===== config.mk =====
export PLATFORM = sky130hd
export DESIGN_NAME = bounded_ordered_job_list
export DESIGN_NICKNAME = d
export VERILOG_FILES = /design/src/rtl/bojl_pkg.sv /design/src/rtl/bounded_ordered_job_list.sv /design/src/rtl/bojl_store.sv
export VERILOG_INCLUDE_DIRS = /design/src /design/src/rtl
export SDC_FILE = /design/constraint.sdc
export NUM_CORES = 1
export LEC_CHECK = 0
export BUFFER_PORTS_ARGS = -buffer_cell sky130_fd_sc_hd__buf_2
export CORE_MARGIN = 1
export CORE_UTILIZATION = 61
export CTS_CLUSTER_SIZE = 25
export DETAILED_ROUTE_END_ITERATION = 12
export HOLD_SLACK_MARGIN = 0.1
export PLACE_DENSITY = 0.76
export REMOVE_ABC_BUFFERS = 1
export SLEW_MARGIN = 40
export SYNTH_ARGS = -nofsm -noshare
export SYNTH_HDL_FRONTEND = slang
export SYNTH_SLANG_ARGS = --single-unit

===== constraint.sdc =====
create_clock -name clk_i -period 3 [get_ports clk_i]
set_input_delay 0.45 -clock clk_i [delete_from_list [all_inputs] [get_ports clk_i]]
set_output_delay 0.45 -clock clk_i [all_outputs]
set_load 0.03 [all_outputs]

===== src/rtl/bounded_ordered_job_list_assert.svh =====
// ---------------------------------------------------------------------------
// Assertion macros for the ordered job list
// Same-cycle and next-cycle implication checks, disabled while in reset.
// ---------------------------------------------------------------------------
`ifndef BOUNDED_ORDERED_JOB_LIST_ASSERT_SVH
`define BOUNDED_ORDERED_JOB_LIST_ASSERT_SVH

// antecedent implies consequent in the same cycle
`define BOJL_ASSERT_NOW(label, clk, rst_n, ante, cons) \
  label: assert property (@(posedge clk) disable iff (!rst_n) (ante) |-> (cons)) \
    else $error("bojl: check failed");

// antecedent implies consequent in the next cycle
`define BOJL_ASSERT_NEXT(label, clk, rst_n, ante, cons) \
  label: assert property (@(posedge clk) disable iff (!rst_n) (ante) |=> (cons)) \
    else $error("bojl: check failed");

`endif


===== src/rtl/bojl_pkg.sv =====
// ---------------------------------------------------------------------------
// bojl_pkg
// Shared constants, status codes and sequencer states for the job list.
// ---------------------------------------------------------------------------
package bojl_pkg;

  localparam int MaxJobsDef = 16;
  localparam int IdBitsDef  = 16;

  localparam int IdW     = 16;
  localparam int PosW    = 5;
  localparam int CapW    = 5;
  localparam int StatusW = 3;
  localparam int CountW  = 5;

  localparam logic [CapW-1:0] CapReset = 5'd16;

  typedef enum logic [StatusW-1:0] {
    ST_DONE      = 3'd0,
    ST_FULL      = 3'd1,
    ST_APPENDED  = 3'd2,
    ST_NOT_FOUND = 3'd3,
    ST_EMPTY     = 3'd4
  } status_e;

  typedef enum logic [4:0] {
    S_IDLE     = 5'b00001,
    S_SEARCH   = 5'b00010,
    S_SHIFT_UP = 5'b00100,
    S_SHIFT_DN = 5'b01000,
    S_FINISH   = 5'b10000
  } state_e;

endpackage


===== src/rtl/bounded_ordered_job_list.sv =====
// One beat at a time: the next beat is taken the cycle after the result loads,
// and a new result loads only once the last one is taken.
// Reset: count cleared, capacity 16, sequencer idle, no result pending; memory kept.
// ---------------------------------------------------------------------------
// bounded_ordered_job_list
// Ordered list of job ids with bounded capacity; insert at position, delete
// by head or by first matching id. Each input beat gives one result beat.
// ---------------------------------------------------------------------------
`include "bounded_ordered_job_list_assert.svh"

module bounded_ordered_job_list import bojl_pkg::*; #(
  parameter int MAX_JOBS = MaxJobsDef,
  parameter int ID_BITS  = IdBitsDef
) (
  input  logic                clk_i,
  input  logic                rst_ni,
  // configuration
  input  logic                cfg_wr_en_i,
  input  logic [CapW-1:0]     cfg_wr_data_i,
  // input channel
  input  logic                in_valid_i,
  output logic                in_stall_o,
  input  logic                action_i,
  input  logic [IdW-1:0]      job_id_i,
  input  logic [PosW-1:0]     position_i,
  input  logic                at_tail_i,
  input  logic                take_head_i,
  // result channel
  output logic                out_valid_o,
  input  logic                out_stall_i,
  output logic [StatusW-1:0]  status_o,
  output logic [CountW-1:0]   entry_count_o,
  output logic                head_valid_o,
  output logic [IdW-1:0]      head_id_o
);

  // index, count, compare and stored-id widths
  localparam int IW   = (MAX_JOBS > 1) ? $clog2(MAX_JOBS) : 1;
  localparam int CW   = $clog2(MAX_JOBS + 1);
  localparam int CmpW = (CW > CapW) ? CW : CapW;
  localparam int SW   = (ID_BITS < IdW) ? ID_BITS : IdW;

  localparam logic [CW-1:0] MaxCount = CW'(MAX_JOBS);

  // sequencer and list state
  state_e          state_q, state_d;
  logic [CW-1:0]   occ_q, occ_d;
  logic [CapW-1:0] cap_q;
  status_e         status_q, status_d;

  // item held for the walk
  logic [SW-1:0]   id_q, id_d;
  logic [IW-1:0]   tpos_q, tpos_d;

  // walk control: cnt is the next read index, pa the index read last cycle
  logic [IW-1:0]   cnt_q, cnt_d;
  logic [IW-1:0]   pa_q, pa_d;
  logic            pend_q, pend_d;
  logic            more_q, more_d;

  // result register
  logic                out_valid_q, out_valid_d;
  logic [StatusW-1:0]  out_status_q;
  logic [CountW-1:0]   out_count_q;
  logic                out_hvalid_q;
  logic [IdW-1:0]      out_head_q;
  logic                out_load;

  // memory port
  logic            wr_en;
  logic [IW-1:0]   wr_addr;
  logic [SW-1:0]   wr_data;
  logic [SW-1:0]   rd_data;
  logic [SW-1:0]   head_id;

  logic            in_acc;
  logic [IW-1:0]   last_idx;
  logic [CmpW-1:0] occ_c, pos_c, cap_c;
  logic            list_full;
  logic            pos_past;

  bojl_store #(
    .Depth (MAX_JOBS),
    .DataW (SW),
    .AddrW (IW)
  ) u_store (
    .clk_i     (clk_i),
    .wr_en_i   (wr_en),
    .wr_addr_i (wr_addr),
    .wr_data_i (wr_data),
    .rd_addr_i (cnt_q),
    .rd_data_o (rd_data),
    .head_o    (head_id)
  );

  assign in_acc     = in_valid_i && (state_q == S_IDLE);
  assign in_stall_o = (state_q != S_IDLE);

  assign last_idx  = IW'(occ_q - CW'(1));
  assign occ_c     = CmpW'(occ_q);
  assign pos_c     = CmpW'(position_i);
  assign cap_c     = CmpW'(cap_q);
  // capacity above the memory depth is clipped by the second term
  assign list_full = (occ_c >= cap_c) || (occ_q == MaxCount);
  assign pos_past  = (pos_c > occ_c);

  assign out_load  = (state_q == S_FINISH) && (!out_valid_q || !out_stall_i);

  // sequencer: one memory read and at most one write per cycle
  always_comb begin
    state_d  = state_q;
    occ_d    = occ_q;
    status_d = status_q;
    id_d     = id_q;
    tpos_d   = tpos_q;
    cnt_d    = cnt_q;
    pa_d     = pa_q;
    pend_d   = 1'b0;
    more_d   = more_q;
    wr_en    = 1'b0;
    wr_addr  = '0;
    wr_data  = '0;

    case (state_q)
      S_IDLE: begin
        if (in_acc) begin
          id_d = SW'(job_id_i);
          if (!action_i) begin
            if (list_full) begin
              status_d = ST_FULL;
              state_d  = S_FINISH;
            end else begin
              tpos_d   = (at_tail_i || pos_past) ? IW'(occ_q) : IW'(position_i);
              status_d = (!at_tail_i && pos_past) ? ST_APPENDED : ST_DONE;
              more_d   = (at_tail_i || pos_past) ? 1'b0 : (IW'(position_i) != IW'(occ_q));
              cnt_d    = last_idx;
              state_d  = S_SHIFT_UP;
            end
          end else begin
            if (occ_q == '0) begin
              status_d = ST_EMPTY;
              state_d  = S_FINISH;
            end else if (take_head_i) begin
              status_d = ST_DONE;
              cnt_d    = IW'(1);
              more_d   = (occ_q != CW'(1));
              state_d  = S_SHIFT_DN;
            end else begin
              cnt_d   = '0;
              more_d  = 1'b1;
              state_d = S_SEARCH;
            end
          end
        end
      end

      S_SEARCH: begin
        if (more_q) begin
          pend_d = 1'b1;
          pa_d   = cnt_q;
          if (cnt_q == last_idx) begin
            more_d = 1'b0;
          end else begin
            cnt_d = cnt_q + IW'(1);
          end
        end
        if (pend_q) begin
          if (rd_data == id_q) begin
            // first match: close the gap from the entry after it
            status_d = ST_DONE;
            cnt_d    = pa_q + IW'(1);
            more_d   = (pa_q != last_idx);
            pend_d   = 1'b0;
            state_d  = S_SHIFT_DN;
          end else if (pa_q == last_idx) begin
            status_d = ST_NOT_FOUND;
            pend_d   = 1'b0;
            state_d  = S_FINISH;
          end
        end
      end

      S_SHIFT_DN: begin
        if (pend_q) begin
          wr_en   = 1'b1;
          wr_addr = pa_q - IW'(1);
          wr_data = rd_data;
        end
        if (more_q) begin
          pend_d = 1'b1;
          pa_d   = cnt_q;
          if (cnt_q == last_idx) begin
            more_d = 1'b0;
          end else begin
            cnt_d = cnt_q + IW'(1);
          end
        end
        if (!more_q && !pend_q) begin
          occ_d   = occ_q - CW'(1);
          state_d = S_FINISH;
        end
      end

      S_SHIFT_UP: begin
        if (pend_q) begin
          wr_en   = 1'b1;
          wr_addr = pa_q + IW'(1);
          wr_data = rd_data;
        end
        if (more_q) begin
          pend_d = 1'b1;
          pa_d   = cnt_q;
          if (cnt_q == tpos_q) begin
            more_d = 1'b0;
          end else begin
            cnt_d = cnt_q - IW'(1);
          end
        end
        if (!more_q && !pend_q) begin
          // gap is open at the target slot
          wr_en   = 1'b1;
          wr_addr = tpos_q;
          wr_data = id_q;
          occ_d   = occ_q + CW'(1);
          state_d = S_FINISH;
        end
      end

      S_FINISH: begin
        if (out_load) begin
          state_d = S_IDLE;
        end
      end

      default: begin
        state_d = S_IDLE;
      end
    endcase
  end

  always_comb begin
    out_valid_d = out_valid_q;
    if (out_load) begin
      out_valid_d = 1'b1;
    end else if (out_valid_q && !out_stall_i) begin
      out_valid_d = 1'b0;
    end
  end

  always_ff @(posedge clk_i or negedge rst_ni) begin
    if (!rst_ni) begin
      state_q     <= S_IDLE;
      occ_q       <= '0;
      cap_q       <= CapReset;
      pend_q      <= 1'b0;
      more_q      <= 1'b0;
      out_valid_q <= 1'b0;
    end else begin
      state_q     <= state_d;
      occ_q       <= occ_d;
      pend_q      <= pend_d;
      more_q      <= more_d;
      out_valid_q <= out_valid_d;
      if (cfg_wr_en_i) begin
        cap_q <= cfg_wr_data_i;
      end
    end
  end

  // payload registers
  always_ff @(posedge clk_i) begin
    status_q <= status_d;
    id_q     <= id_d;
    tpos_q   <= tpos_d;
    cnt_q    <= cnt_d;
    pa_q     <= pa_d;
    if (out_load) begin
      out_status_q <= status_q;
      out_count_q  <= CountW'(occ_q);
      out_hvalid_q <= (occ_q != '0);
      out_head_q   <= (occ_q != '0) ? IdW'(head_id) : '0;
    end
  end

  assign out_valid_o   = out_valid_q;
  assign status_o      = out_status_q;
  assign entry_count_o = out_count_q;
  assign head_valid_o  = out_hvalid_q;
  assign head_id_o     = out_head_q;

  // checks
  `BOJL_ASSERT_NOW(a_occ_bound, clk_i, rst_ni, 1'b1, occ_q <= MaxCount)
  `BOJL_ASSERT_NEXT(a_accept_leaves_idle, clk_i, rst_ni, in_acc, state_q != S_IDLE)
  `BOJL_ASSERT_NOW(a_result_from_finish, clk_i, rst_ni, $rose(out_valid_q), $past(state_q == S_FINISH))

endmodule


===== src/rtl/bojl_store.sv =====
// ---------------------------------------------------------------------------
// bojl_store
// Entry memory: one write port, one registered read port, head mirror.
// ---------------------------------------------------------------------------
module bojl_store import bojl_pkg::*; #(
  parameter int Depth = MaxJobsDef,
  parameter int DataW = IdBitsDef,
  parameter int AddrW = 4
) (
  input  logic             clk_i,
  input  logic             wr_en_i,
  input  logic [AddrW-1:0] wr_addr_i,
  input  logic [DataW-1:0] wr_data_i,
  input  logic [AddrW-1:0] rd_addr_i,
  output logic [DataW-1:0] rd_data_o,
  output logic [DataW-1:0] head_o
);

  logic [DataW-1:0] mem_q [Depth];
  logic [DataW-1:0] rd_data_q;
  logic [DataW-1:0] head_q;

  always_ff @(posedge clk_i) begin
    if (wr_en_i) begin
      mem_q[wr_addr_i] <= wr_data_i;
    end
  end

  always_ff @(posedge clk_i) begin
    rd_data_q <= mem_q[rd_addr_i];
  end

  // slot 0 copy, so the head is always on hand without a read
  always_ff @(posedge clk_i) begin
    if (wr_en_i && (wr_addr_i == '0)) begin
      head_q <= wr_data_i;
    end
  end

  assign rd_data_o = rd_data_q;
  assign head_o    = head_q;

endmodule


Yosys cells after proc, flatten, opt, wreduce, memory -nomap -nowiden

Memories as Yosys holds them, arrays and structs flattened. A register that Yosys moved wholly into a read port is not among the register bits.
Cells that the tools add are included.

Register bits: 90
Memory bits (writable): 256
Input port bits: 34
Output and inout port bits: 27
Logic and storage cells: 153
Memories kept: 1

Add/sub/neg operators: 6
Magnitude comparators: 2
Equal/unequal tests: 26
Muxes and demuxes: 69
Bitwise operators: 2
Reduce and logical (&&, ||, !) cells: 31

Memories:

| name          | words | bits a word | rd ports | clocked after Yosys merged registers in | write ports | RTL line         | RTL |
|---|---|---|---|---|---|---|---|
| u_store.mem_q | 16    | 16          | 1        | 1                                       | 1           | bojl_store.sv:19 | `logic [DataW-1:0] mem_q [Depth];` |

Operators by type and width:

| cell                                                                    | number |
|---|---|
| 4-bit two-way mux                                                       | 15 |
| 5-bit two-way mux                                                       | 11 |
| 16-bit two-way mux                                                      | 2 |
| 16-bit one-hot mux with 2 select lines                                  | 1 |
| 1-bit two-way mux                                                       | 23 |
| 3-bit two-way mux                                                       | 7 |
| 5-bit one-hot mux with 4 select lines                                   | 1 |
| 16-bit == test                                                          | 1 |
| 4-bit one-hot mux with 4 select lines                                   | 1 |
| 2-bit inequality test, second input constant                            | 7 |
| 4-bit == test                                                           | 3 |
| 5-bit == test, second input constant                                    | 2 |
| 5-bit by 1-bit inequality test with 1-bit output, second input constant | 2 |
| 5-bit one-hot mux with 2 select lines                                   | 1 |
| 5-bit AND reduction                                                     | 2 |
| 3-bit inequality test, second input constant                            | 3 |
| 4-bit by 1-bit adder with 4-bit output, second input constant           | 2 |
| 4-bit inequality test                                                   | 2 |
| 4-bit one-hot mux with 2 select lines                                   | 1 |
| 4-bit AND reduction                                                     | 2 |
| 4-bit by 1-bit subtractor with 4-bit output, second input constant      | 2 |
| 1-bit logical AND                                                       | 6 |
| 3-bit one-hot mux with 2 select lines                                   | 1 |
| 6-bit AND reduction                                                     | 1 |
| 25 further kinds                                                        | 37 |

Depth between registers and ports, before layout

Gate-level depths: netlist of run 1.

Depth after elaboration: 7
Mapped depth: 9
Depth with buffers taken out: 8

Cells and area by module

Synthesis of run 1 repeated with hierarchy kept, for this count alone.

Cell total of the unflattened synthesis: 809
Area total of the unflattened synthesis: 14,308.7 um^2

By module, submodules not included:

| module                   | times used | cells each | area an instance (um^2) | sequential area each (um^2) |
|---|---|---|---|---|
| bojl_store               | 1          | 432        | 10,092.2                | 8,007.7 |
| bounded_ordered_job_list | 1          | 377        | 4,216.5                 | 2,134.5 |

Worst setup path before layout of run 1

Ideal clock, no wire load.

Path type: flip-flop to flip-flop
Start point: reg state_q[1]
End point: mem u_store.mem_q[1][0] (netlist name), enable pin
Library setup time: 0.388 ns
Arrival: 2.356 ns
Required time: 2.612 ns
Path slack: 0.255 ns
Stages on the path, launching flop included: 7
Path buffers: 0
Clock period less this slack: 2.745 ns
Path through: dfrtp_1 > nor3_2 > nand3b_1 > nor3_2 > a22o_1 > nand2b_1 > nor2_1

Word-level cells in the longest chain between the ends: 4

Ends and longest elaborated chain:

| element                                                                                              | RTL line                        | RTL |
|---|---|---|
| start: declaration                                                                                   | bounded_ordered_job_list.sv:46  | `state_e state_q, state_d;` |
| start signal: assignment                                                                             | bounded_ordered_job_list.sv:259 | `state_q <= state_d;` |
| 5-bit by 3-bit == test with 1-bit output or 5-bit by 4-bit == test with 1-bit output (tied branches) | bounded_ordered_job_list.sv:124 | `case (state_q)` |
| 1-bit one-hot mux with 2 select lines                                                                | bounded_ordered_job_list.sv:124 |  |
| 1-bit two-way mux                                                                                    | bojl_store.sv:24                | `if (wr_en_i) begin` |
| 1-bit two-way mux (implied by the code)                                                              | bojl_store.sv:25                | `mem_q[wr_addr_i] <= wr_data_i;` |
| end: declaration                                                                                     | bojl_store.sv:19                |  |

Several ways; a longest one is shown, not always the timed one.

Final worst setup path of run 1

Start point: reg state_q[1]
End point: mem u_store.mem_q[12][9] (netlist name), enable pin

The elaborated chain is that of the path after synthesis.

==> results of run 1 <==
==> logic make-up (layout without fill, tap and decap cells) <==
group / Yosys count / after routing
xor+xnor: 46 / 46
fa+ha+maj: 17 / 17
buf+inv: 55 / 195
simple gates: 137 / 137
flops: 346 / 346
compound gates: 83 / 83
mux: 90 / 90
==> timing repair <==
item                                   in CTS  in global routing
gates resized for setup                     0                  0
endpoints found under the hold margin      27                  0
hold buffers                               12                  0
==> through the flow <==
step	total power, µW	hold slack (ns)	cells	utilization	worst slack (ns)
floorplan	9311	0.1544	736	-	-1.473
global placement	10560	0.4098	1152	0.6655	0.4055
detailed placement	10670	0.4238	1152	0.6655	0.2927
CTS	15130	0.1022	1227	0.7227	0.2777
global route	15660	0.1072	1227	0.7227	0.003060
finish	15040	0.1137	1227	0.7227	0.2449
==> worst max-delay path, stage by stage (launching register included) <==
cell and delay, ns:
dfrtp_1 0.45, nor3_2 0.41, nand3b_1 0.33, o21ai_0 0.24
o221ai_1 0.17, or2_2 0.40, nor2_2 0.14, buf_4 0.29
==> area by class of cell <==
class	count	area, µm²
Fill cell	1372	6317
Multi-Input combinational cell	373	3901
Clock buffer	40	894.6
Inverter	17	63.81
Tap cell	313	391.6
Sequential cell	346	10140
Timing Repair Buffer	115	780.7
Clock inverter	23	286.5
==> worst max-delay path by stage <==
| stage | start | end | slack [ns] | depth (start not counted) |
|---|---|---|---|---|
| finish | state_q[1]$_DFFE_PN0P_ | u_store.mem_q[12][9]$_DFFE_PP_ | 0.24 | 7 |
| global route | state_q[1]$_DFFE_PN0P_ | u_store.mem_q[12][2]$_DFFE_PP_ | 0.003 | 7 |
| CTS | state_q[1]$_DFFE_PN0P_ | u_store.mem_q[12][9]$_DFFE_PP_ | 0.28 | 7 |
| detailed placement | state_q[1]$_DFFE_PN0P_ | u_store.mem_q[12][2]$_DFFE_PP_ | 0.29 | 7 |
| global placement | state_q[1]$_DFFE_PN0P_ | u_store.mem_q[12][3]$_DFFE_PP_ | 0.41 | 7 |
| floorplan | cnt_q[0]$_DFFE_PP_ | cnt_q[1]$_DFFE_PP_ | -1.47 | 5 |
==> Yosys cell counts (2+ instances only) <==
cell	instances
mux2i_1	4
nor3_2	2
edfxtp_1	312
nand3_1	11
a22oi_1	2
dfrtp_1	16
or3_1	2
o41ai_1	2
mux4_2	80
o22ai_1	3
o21ai_0	19
mux2_2	5
nand2_1	32
xnor2_1	36
clkbuf_1	25
a21oi_1	14
nor2b_1	20
o22a_1	2
ha_1	17
or4_1	2
nor3_1	8
and3_1	5
dfxtp_1	16
dfstp_2	2
or2_2	2
inv_1	17
buf_2	11
a22o_1	17
o31ai_1	2
o21a_1	3
o32ai_1	2
o21bai_1	2
and2_1	4
nor2_1	30
xor2_1	9
nand2b_1	5
o221ai_1	4
nand4_1	7
==> power groups by stage <==
| stage | combinational (µW) | sequential (µW) | clock (µW) |
|---|---|---|---|
| after floorplan | 2720 | 6590 | 0 |
| after global placement | 4390 | 6180 | 0 |
| after detailed placement | 4480 | 6190 | 0 |
| after CTS | 4520 | 6100 | 4510 |
| after global routing | 4870 | 6140 | 4660 |
| final | 4490 | 6100 | 4440 |
==> sequential cells by signal, summed over array words and instances (netlist names), 5 cells and up <==
name	cells
state_q	5
id_q	16
occ_c	5
u_store.mem_q	241
entry_count_o	5
u_store.rd_data_o	16
head_id_o	16
cap_c	5
u_store.head_o	15
==> routing by layer <==
metal / vias to the layer above / part of all wire
li1: 3326 / -
met1: 3935 / 0.41
met2: 317 / 0.50
met3: 60 / 0.059
met4: 0 / 0.031
met5: - / 0
==> flow_metrics.env, run 1 <==
export IMPL_cts_buffer_depth=3
export IMPL_postCtsSetupBuffers=0
export IMPL_ys_ff_latch=346
export IMPL_setup_viol=0
export IMPL_ys_seq_area_frac=0.7132
export IMPL_track_usage=0.2778
export IMPL_worstPathMaxFanout=16
export IMPL_synth_xor_area_frac=0.02886
export IMPL_r2r_slack_ns=0.24
export IMPL_final_common_cell="edfxtp_1"
export IMPL_layout_common_cells="edfxtp_1 (312), mux4_2 (80), buf_2 (60)"
export IMPL_grt_overflow=0
export IMPL_die_height_um=154.7
export IMPL_finalHoldViolCount=0
export IMPL_wirelength_um=31290
export IMPL_synth_fa_ha_area_frac=0.01496
export IMPL_power_density_nw_per_um2=913.7
export IMPL_core_area_um2=22780
export IMPL_path_clk_slew_ns=0.06
export IMPL_crit_arrival_ns=2.95
export IMPL_combPwrFrac=0.299
export IMPL_skew_ns=0.02183
export IMPL_rsz0062_at_grt="no"
export IMPL_ctsHtreeMaxLevel=2
export IMPL_min_to="id_q[15]$_DFFE_PP_"
export IMPL_chipWidth_um=154.7
export IMPL_grt_first_pass_wirelength_um=47710
export IMPL_routed_via_density=6.225
export IMPL_cts_sinks=346
export IMPL_synthTopCellsByArea="edfxtp_1 (66%), mux4_2 (13%), dfrtp_1 (2.8%)"
export IMPL_io_buffers=60
export IMPL_clockPowerShare=0.295
export IMPL_layout_drive_gt1_share=0.2943
export IMPL_gr_usage_met2=0.4596
export IMPL_drc_errors=0
export IMPL_yosysTopAreaCell="edfxtp_1"
export IMPL_crit_path_end_kind="flop"
export IMPL_synth_edf_count=312
export IMPL_leakage_uw=0.005393
export IMPL_nets=939
export IMPL_area_growth_pct=15.76
export IMPL_design_area_um2=16460
export IMPL_syn_instance_count=774
export IMPL_start_kind="flop"
export IMPL_r2r_end="u_store.mem_q[12][9]$_DFFE_PP_"
export IMPL_ios=61
export IMPL_pwr_share_seq=0.406
export IMPL_maxSlewHeadroom=0.5631
export IMPL_detail_route_antenna_nets=0
export IMPL_p_sw_frac=0.3027
export IMPL_vdd_drop_max_mv=0.6365
export IMPL_dr_total_vias=7638
export IMPL_start_util=0.6243
export IMPL_num_rows=55
export IMPL_worstSetupPathType="flop to flop"
export IMPL_whs_path_depth=1
export IMPL_rr_startpoint="state_q[1]$_DFFE_PN0P_"
export IMPL_synth_top_family_by_area="multiplexers"
export IMPL_busiest_layer="met2"
export IMPL_ys_warn_count=0
export IMPL_min_from="job_id_i[15]"
export IMPL_antenna_found_initial=1
export IMPL_rr_worst_depth=7
export IMPL_p_int_uw=10490
export IMPL_synth_mux_area_frac=0.1345
export IMPL_drv_slew=0
export IMPL_crit_required_ns=3.19
export IMPL_p_switching_uw=4552
export IMPL_post_route_period_util=0.9184
export IMPL_tritoncts="done"
export IMPL_worst_pin_slew_ns=0.6554
export IMPL_place_congestion=0.8996
export IMPL_grt_pass1_vias=7868
export IMPL_synth_top_cell_area_share=0.6589
export IMPL_placed_area_um2=15160
export IMPL_fmax_ghz=0.3630
export IMPL_synthSimpleGateAreaFrac=0.05015
export IMPL_drtPass1Iterations=5
export IMPL_async_flop_share=0.05202
export IMPL_fin_crit_ns=2.755
export IMPL_synth_top_flop_cell="edfxtp_1"
export IMPL_synth_compound_gate_area_share=0.04223
export IMPL_clock_latency_ns=0.52
export IMPL_use_met1=0.3799
export IMPL_use_met3=0.04119
export IMPL_die_area_um2=23930
export IMPL_wl_per_cell_um=25.50
export IMPL_first_iter_violations=619
export IMPL_grt_max_degree=72
export IMPL_tns_ns=0
export IMPL_syn_area_um2=14220
export IMPL_syn_avg_cell_area_um2=18.37
export IMPL_ys_types=60
export IMPL_outcome="finished clean"
export IMPL_place_hpwl_um=21050
export IMPL_cap_viol_max_count=0
export IMPL_cts_root_buf="clkbuf_16"
export IMPL_antenna_cells=0
export IMPL_cts_buffers_inserted=35
export IMPL_hp_class="primary input to flop"
(Power assumes the default switching activity.)
==> run 2, diff against run 1 <==
Settings changed: PLACE_DENSITY 0.76 to 0.9.
==> run 2 against run 1 <==
Against the previous run: sequential power rose by 1%; critical path depth up 1; highest routed layer unchanged; design area down 0.53%; sequential cell count unchanged; die area is the same.
==> flow_metrics.env, run 2 (same netlist as run 1, synthesis figures left out) <==
export IMPL_post_route_period_util=0.9383
export IMPL_grt_overflow=0
export IMPL_setup_viol=0
export IMPL_rr_worst_depth=8
export IMPL_placed_area_um2=15150
export IMPL_detail_route_antenna_nets=0
export IMPL_rr_startpoint="state_q[1]$_DFFE_PN0P_"
export IMPL_cap_viol_max_count=0
export IMPL_wl_per_cell_um=26.68
export IMPL_fillers=1316
export IMPL_postCtsSetupBuffers=0
export IMPL_crit_required_ns=3.20
export IMPL_num_rows=55
export IMPL_drc_errors=0
export IMPL_core_area_um2=22780
export IMPL_wirelength_um=32740
export IMPL_hp_class="primary input to flop"
export IMPL_die_area_um2=23930
export IMPL_crit_arrival_ns=3.01
export IMPL_outcome="finished clean"
export IMPL_largest_register_ffs=241
export IMPL_finalHoldViolCount=0
export IMPL_antenna_found_initial=0
export IMPL_grt_first_pass_wirelength_um=48980
export IMPL_max_stage_delay_ns=0.45
export IMPL_area_growth_pct=15.14
export IMPL_worstPathCellList="nor3_2 -> nand3b_1 -> buf_4 -> nor3_2 -> a22o_1 -> nand2_1 -> nor2_1 -> buf_4"
export IMPL_place_hpwl_um=19030
export IMPL_chipWidth_um=154.7
export IMPL_first_iter_violations=989
export IMPL_regMostFlops="u_store.mem_q"
export IMPL_layout_common_cells="edfxtp_1 (312), mux4_2 (80), buf_2 (60)"
export IMPL_die_height_um=154.7
export IMPL_worstSetupPathType="flop to flop"
export IMPL_crit_path_end_kind="flop"
export IMPL_cts_root_buf="clkbuf_16"
export IMPL_io_buffers=60
export IMPL_grt_pass1_vias=8063
export IMPL_cp_depth=8
export IMPL_critPathTopFamily="simple AND/OR/NAND/NOR gates"
export IMPL_drv_slew=0
export IMPL_fmax_ghz=0.3552
export IMPL_place_congestion=0.9332
export IMPL_dp_cells=1154
export IMPL_cts_buffer_depth=3
export IMPL_vdd_drop_max_mv=0.7024
export IMPL_crit_buf_inv=2
export IMPL_design_area_um2=16370
export IMPL_start_util=0.6243
export IMPL_clock_latency_ns=0.52
export IMPL_instances_no_fill=1227
export IMPL_fin_crit_ns=2.815
export IMPL_track_usage=0.2861
export IMPL_endpoint="u_store.mem_q[7][13]$_DFFE_PP_"
export IMPL_cp_slowest_cell="nor3_2"
export IMPL_ios=61
export IMPL_crit_path_start="state_q[1]$_DFFE_PN0P_"
export IMPL_leakage_uw=0.005370
export IMPL_cts_buffers_inserted=34
export IMPL_drtPass1Iterations=5
export IMPL_ctsHtreeMaxLevel=2
export IMPL_path_clk_slew_ns=0.06
export IMPL_worst_pin_slew_ns=0.5781
export IMPL_tritoncts="done"
export IMPL_routed_via_density=6.456
export IMPL_worstPathMaxFanout=15
export IMPL_nets=939
export IMPL_r2r_end="u_store.mem_q[7][13]$_DFFE_PP_"
export IMPL_power_density_nw_per_um2=900.0
export IMPL_final_common_cell="edfxtp_1"
export IMPL_antenna_cells=0
export IMPL_start_kind="flop"
export IMPL_layout_drive_gt1_share=0.2899
export IMPL_dr_total_vias=7922
export IMPL_cts_sinks=346
export IMPL_r2r_slack_ns=0.18
export IMPL_skew_ns=0.01599
export IMPL_grt_max_degree=56
export IMPL_maxSlewHeadroom=0.6146
export IMPL_fin_util=0.7188
export IMPL_rsz0062_at_grt="no"
run 2: final cells by class:
class,count,area [µm²],share of cell area
multi-input combinational,373,3894,0.2378
timing repair buffer,116,773.2,0.04723
tap,313,391.6,0.02392
clock inverter,11,122.6,0.007489
sequential,346,10140,0.6194
clock buffer,51,985.9,0.06022
inverter,17,63.81,0.003897
run 2: where the power goes:
group          internal (µW)  switching, µW
registers               5770            396
clock network           2470           1770
logic                   1980           2350
total                  10200           4520
run 2: per-stage QoR:
step                hold slack [ns]  TNS [ns]  worst slack, ns  total power [µW]
floorplan                    0.1544    -61.88           -1.473              9311
global placement             0.4008         0           0.4163             10360
detailed placement           0.4052         0           0.3960             10470
CTS                          0.1003         0           0.2299             14770
global route                 0.1002         0          0.06539             15300
finish                       0.1079         0           0.1850             14740
run 2: worst register-to-register path: stages (launching register included):
cell and delay, ns:
dfrtp_1 0.44, nor3_2 0.45, nand3b_1 0.21, buf_4 0.25, nor3_2 0.17, a22o_1 0.23
nand2_1 0.17, nor2_1 0.25, buf_4 0.33
run 2: per-layer routing:
| metal | share of wire | global-route usage |
|---|---|---|
| met1 | 0.38 | 0.3838 |
| met2 | 0.49 | 0.4598 |
| met3 | 0.094 | 0.05296 |
| met4 | 0.043 | 0.1358 |
| met5 | 0 | 0.004141 |
run 2: worst min-delay path by stage:
| stage | from | to | slack, ns | depth (start not counted) |
|---|---|---|---|---|
| 2_1_floorplan | rst_ni | cap_c[0]$_DFFE_PN0P_ | 0.15 | 0 |
| 3_3_place_gp | status_q[1]$_DFFE_PP_ | status_o[1]$_DFFE_PP_ | 0.40 | 0 |
| 3_5_place_dp | status_q[2]$_SDFFCE_PP0P_ | status_o[2]$_DFFE_PP_ | 0.41 | 0 |
| 4_1_cts | job_id_i[5] | id_q[5]$_DFFE_PP_ | 0.10 | 1 |
| 5_1_grt | job_id_i[9] | id_q[9]$_DFFE_PP_ | 0.10 | 1 |
| 6_report | job_id_i[9] | id_q[9]$_DFFE_PP_ | 0.11 | 1 |
run 2: what timing repair did:
item                                   CTS  global route
resized for setup                        0             0
hold buffers                            10             1
endpoints found under the hold margin   25             1
==> run 3, diff against run 2 <==
Settings changed: RECOVER_POWER set to 50.
==> run 3 against run 2 <==
Against the previous run: hold slack hardly changed; highest routed layer unchanged; design area is 0.64% lower; critical endpoint is now u_store.mem_q[3][10]$_DFFE_PP_; via count shrank 1.0%; die area is the same; critical path type unchanged; global-route usage stayed put.
==> flow_metrics.env, run 3 (same netlist as run 1, synthesis figures left out) <==
export IMPL_ctsHtreeMaxLevel=2
export IMPL_hp_class="primary input to flop"
export IMPL_outcome="finished clean"
export IMPL_worstPathMaxFanout=16
export IMPL_design_area_um2=16270
export IMPL_rr_worst_depth=6
export IMPL_regMostFlops="u_store.mem_q"
export IMPL_core_area_um2=22780
export IMPL_final_common_cell="edfxtp_1"
export IMPL_drtPass1Iterations=7
export IMPL_largest_register_ffs=241
export IMPL_crit_path_end_kind="flop"
export IMPL_setup_viol=0
export IMPL_drc_errors=0
export IMPL_path_clk_slew_ns=0.07
export IMPL_finalHoldViolCount=0
export IMPL_die_area_um2=23930
export IMPL_die_height_um=154.7
export IMPL_r2r_slack_ns=0.14
export IMPL_worstSetupPathType="flop to flop"
export IMPL_layout_common_cells="edfxtp_1 (312), mux4_2 (80), clkbuf_1 (50)"
export IMPL_grt_max_degree=56
export IMPL_r2r_end="u_store.mem_q[3][10]$_DFFE_PP_"
export IMPL_power_density_nw_per_um2=899.6
export IMPL_fin_util=0.7142
export IMPL_fin_crit_ns=2.861
export IMPL_place_hpwl_um=19030
export IMPL_io_buffers=60
export IMPL_worst_pin_slew_ns=1.228
export IMPL_antenna_found_initial=0
export IMPL_wl_per_cell_um=26.65
export IMPL_antenna_cells=0
export IMPL_wl_met2_um=15830
export IMPL_drv_slew=0
export IMPL_whs_ns=0.1076
export IMPL_rr_startpoint="state_q[1]$_DFFE_PN0P_"
export IMPL_chipWidth_um=154.7
export IMPL_cts_root_buf="clkbuf_16"
export IMPL_dr_total_vias=7842
export IMPL_grt_overflow=0
export IMPL_place_congestion=0.9332
export IMPL_routed_wl_met3_um=3098
export IMPL_vdd_drop_max_mv=0.6792
export IMPL_maxSlewHeadroom=0.1813
export IMPL_detail_route_antenna_nets=0
export IMPL_leakage_uw=0.005235
export IMPL_crit_arrival_ns=3.09
export IMPL_cts_buffer_depth=3
export IMPL_cts_buffers_inserted=34
export IMPL_multi_input_area_um2=3877
export IMPL_wirelength_um=32710
export IMPL_placed_area_um2=15150
export IMPL_grt_pass1_vias=8063
export IMPL_fmax_ghz=0.3495
export IMPL_routed_via_density=6.391
export IMPL_num_rows=55
export IMPL_skew_ns=0.01613
export IMPL_rsz0062_at_grt="no"
export IMPL_whs_path_depth=1
export IMPL_cap_viol_max_count=0
export IMPL_post_route_period_util=0.9538
export IMPL_register_area_um2=10140
export IMPL_dr_max_layer_used="met4"
export IMPL_cts_sinks=346
export IMPL_nets=939
export IMPL_grt_first_pass_wirelength_um=48980
export IMPL_crit_required_ns=3.23
export IMPL_min_to="id_q[9]$_DFFE_PP_"
export IMPL_min_from="job_id_i[9]"
export IMPL_track_usage=0.2861
export IMPL_ios=61
export IMPL_start_util=0.6243
export IMPL_area_growth_pct=14.40
export IMPL_first_iter_violations=881
export IMPL_layout_drive_gt1_share=0.2418
export IMPL_clock_latency_ns=0.52
export IMPL_wl_met1_um=12410
export IMPL_fillers=1362
export IMPL_postCtsSetupBuffers=0
export IMPL_tritoncts="done"
export IMPL_start_kind="flop"
-- run 3: changes by cell type in the layout (fill, tap and decap cells not counted), sizes merged --
cell / previous run / this run
buf: 105 / 60
clkbuf: 51 / 96
-- run 3: final cells by class --
cell class	count	area share
Tap cell	313	0.02407
Clock buffer	51	0.06061
Sequential cell	346	0.6234
Timing Repair Buffer	116	0.04207
Clock inverter	11	0.007537
Multi-Input combinational cell	373	0.2383
Inverter	17	0.003922
-- run 3: how the worst max path moves through the flow --
stage                                start                              to  slack, ns  cells past startpoint
floorplan               cnt_q[0]$_DFFE_PP_              cnt_q[1]$_DFFE_PP_      -1.47                      5
global placement    state_q[1]$_DFFE_PN0P_  u_store.mem_q[7][11]$_DFFE_PP_       0.42                      8
detailed placement  state_q[1]$_DFFE_PN0P_   u_store.mem_q[5][0]$_DFFE_PP_       0.40                      8
CTS                 state_q[1]$_DFFE_PN0P_  u_store.mem_q[7][10]$_DFFE_PP_       0.23                      8
global route        state_q[1]$_DFFE_PN0P_  u_store.mem_q[9][10]$_DFFE_PP_       0.06                      6
finish              state_q[1]$_DFFE_PN0P_  u_store.mem_q[3][10]$_DFFE_PP_       0.14                      6
-- run 3: routing by layer --
metal	vias to the layer above	GRT usage
li1	3317	-
met1	3894	0.3838
met2	517	0.4598
met3	114	0.05296
met4	0	0.1358
met5	-	0.004141
-- run 3: per-stage QoR --
stage          instances  total power (µW)  worst slack [ns]  setup TNS (ns)
5_1_grt             1227             15210           0.06387               0
2_1_floorplan        736              9311            -1.473          -61.88
6_report            1227             14640            0.1386               0
4_1_cts             1226             14770            0.2299               0
3_3_place_gp        1154             10360            0.4163               0
3_5_place_dp        1154             10470            0.3960               0
-- run 3: critical path: stages, from the launching register on --
cell	delay (ns)
dfrtp_1	0.44
nor3_2	0.45
nand3b_1	0.22
buf_4	0.25
nor3_2	0.17
clkbuf_2	0.43
a22o_1	0.60
-- run 3: what timing repair did --
| action | CTS | global route |
|---|---|---|
| gates resized for setup | 0 | 0 |
| hold buffers | 10 | 1 |
| endpoints found under the hold margin | 25 | 1 |
-- run 3: power by group --
part	total [µW]	internal (µW)	switching (µW)
Sequential	6170	5780	394
Combinational	4230	1890	2340
Clock	4240	2470	1770
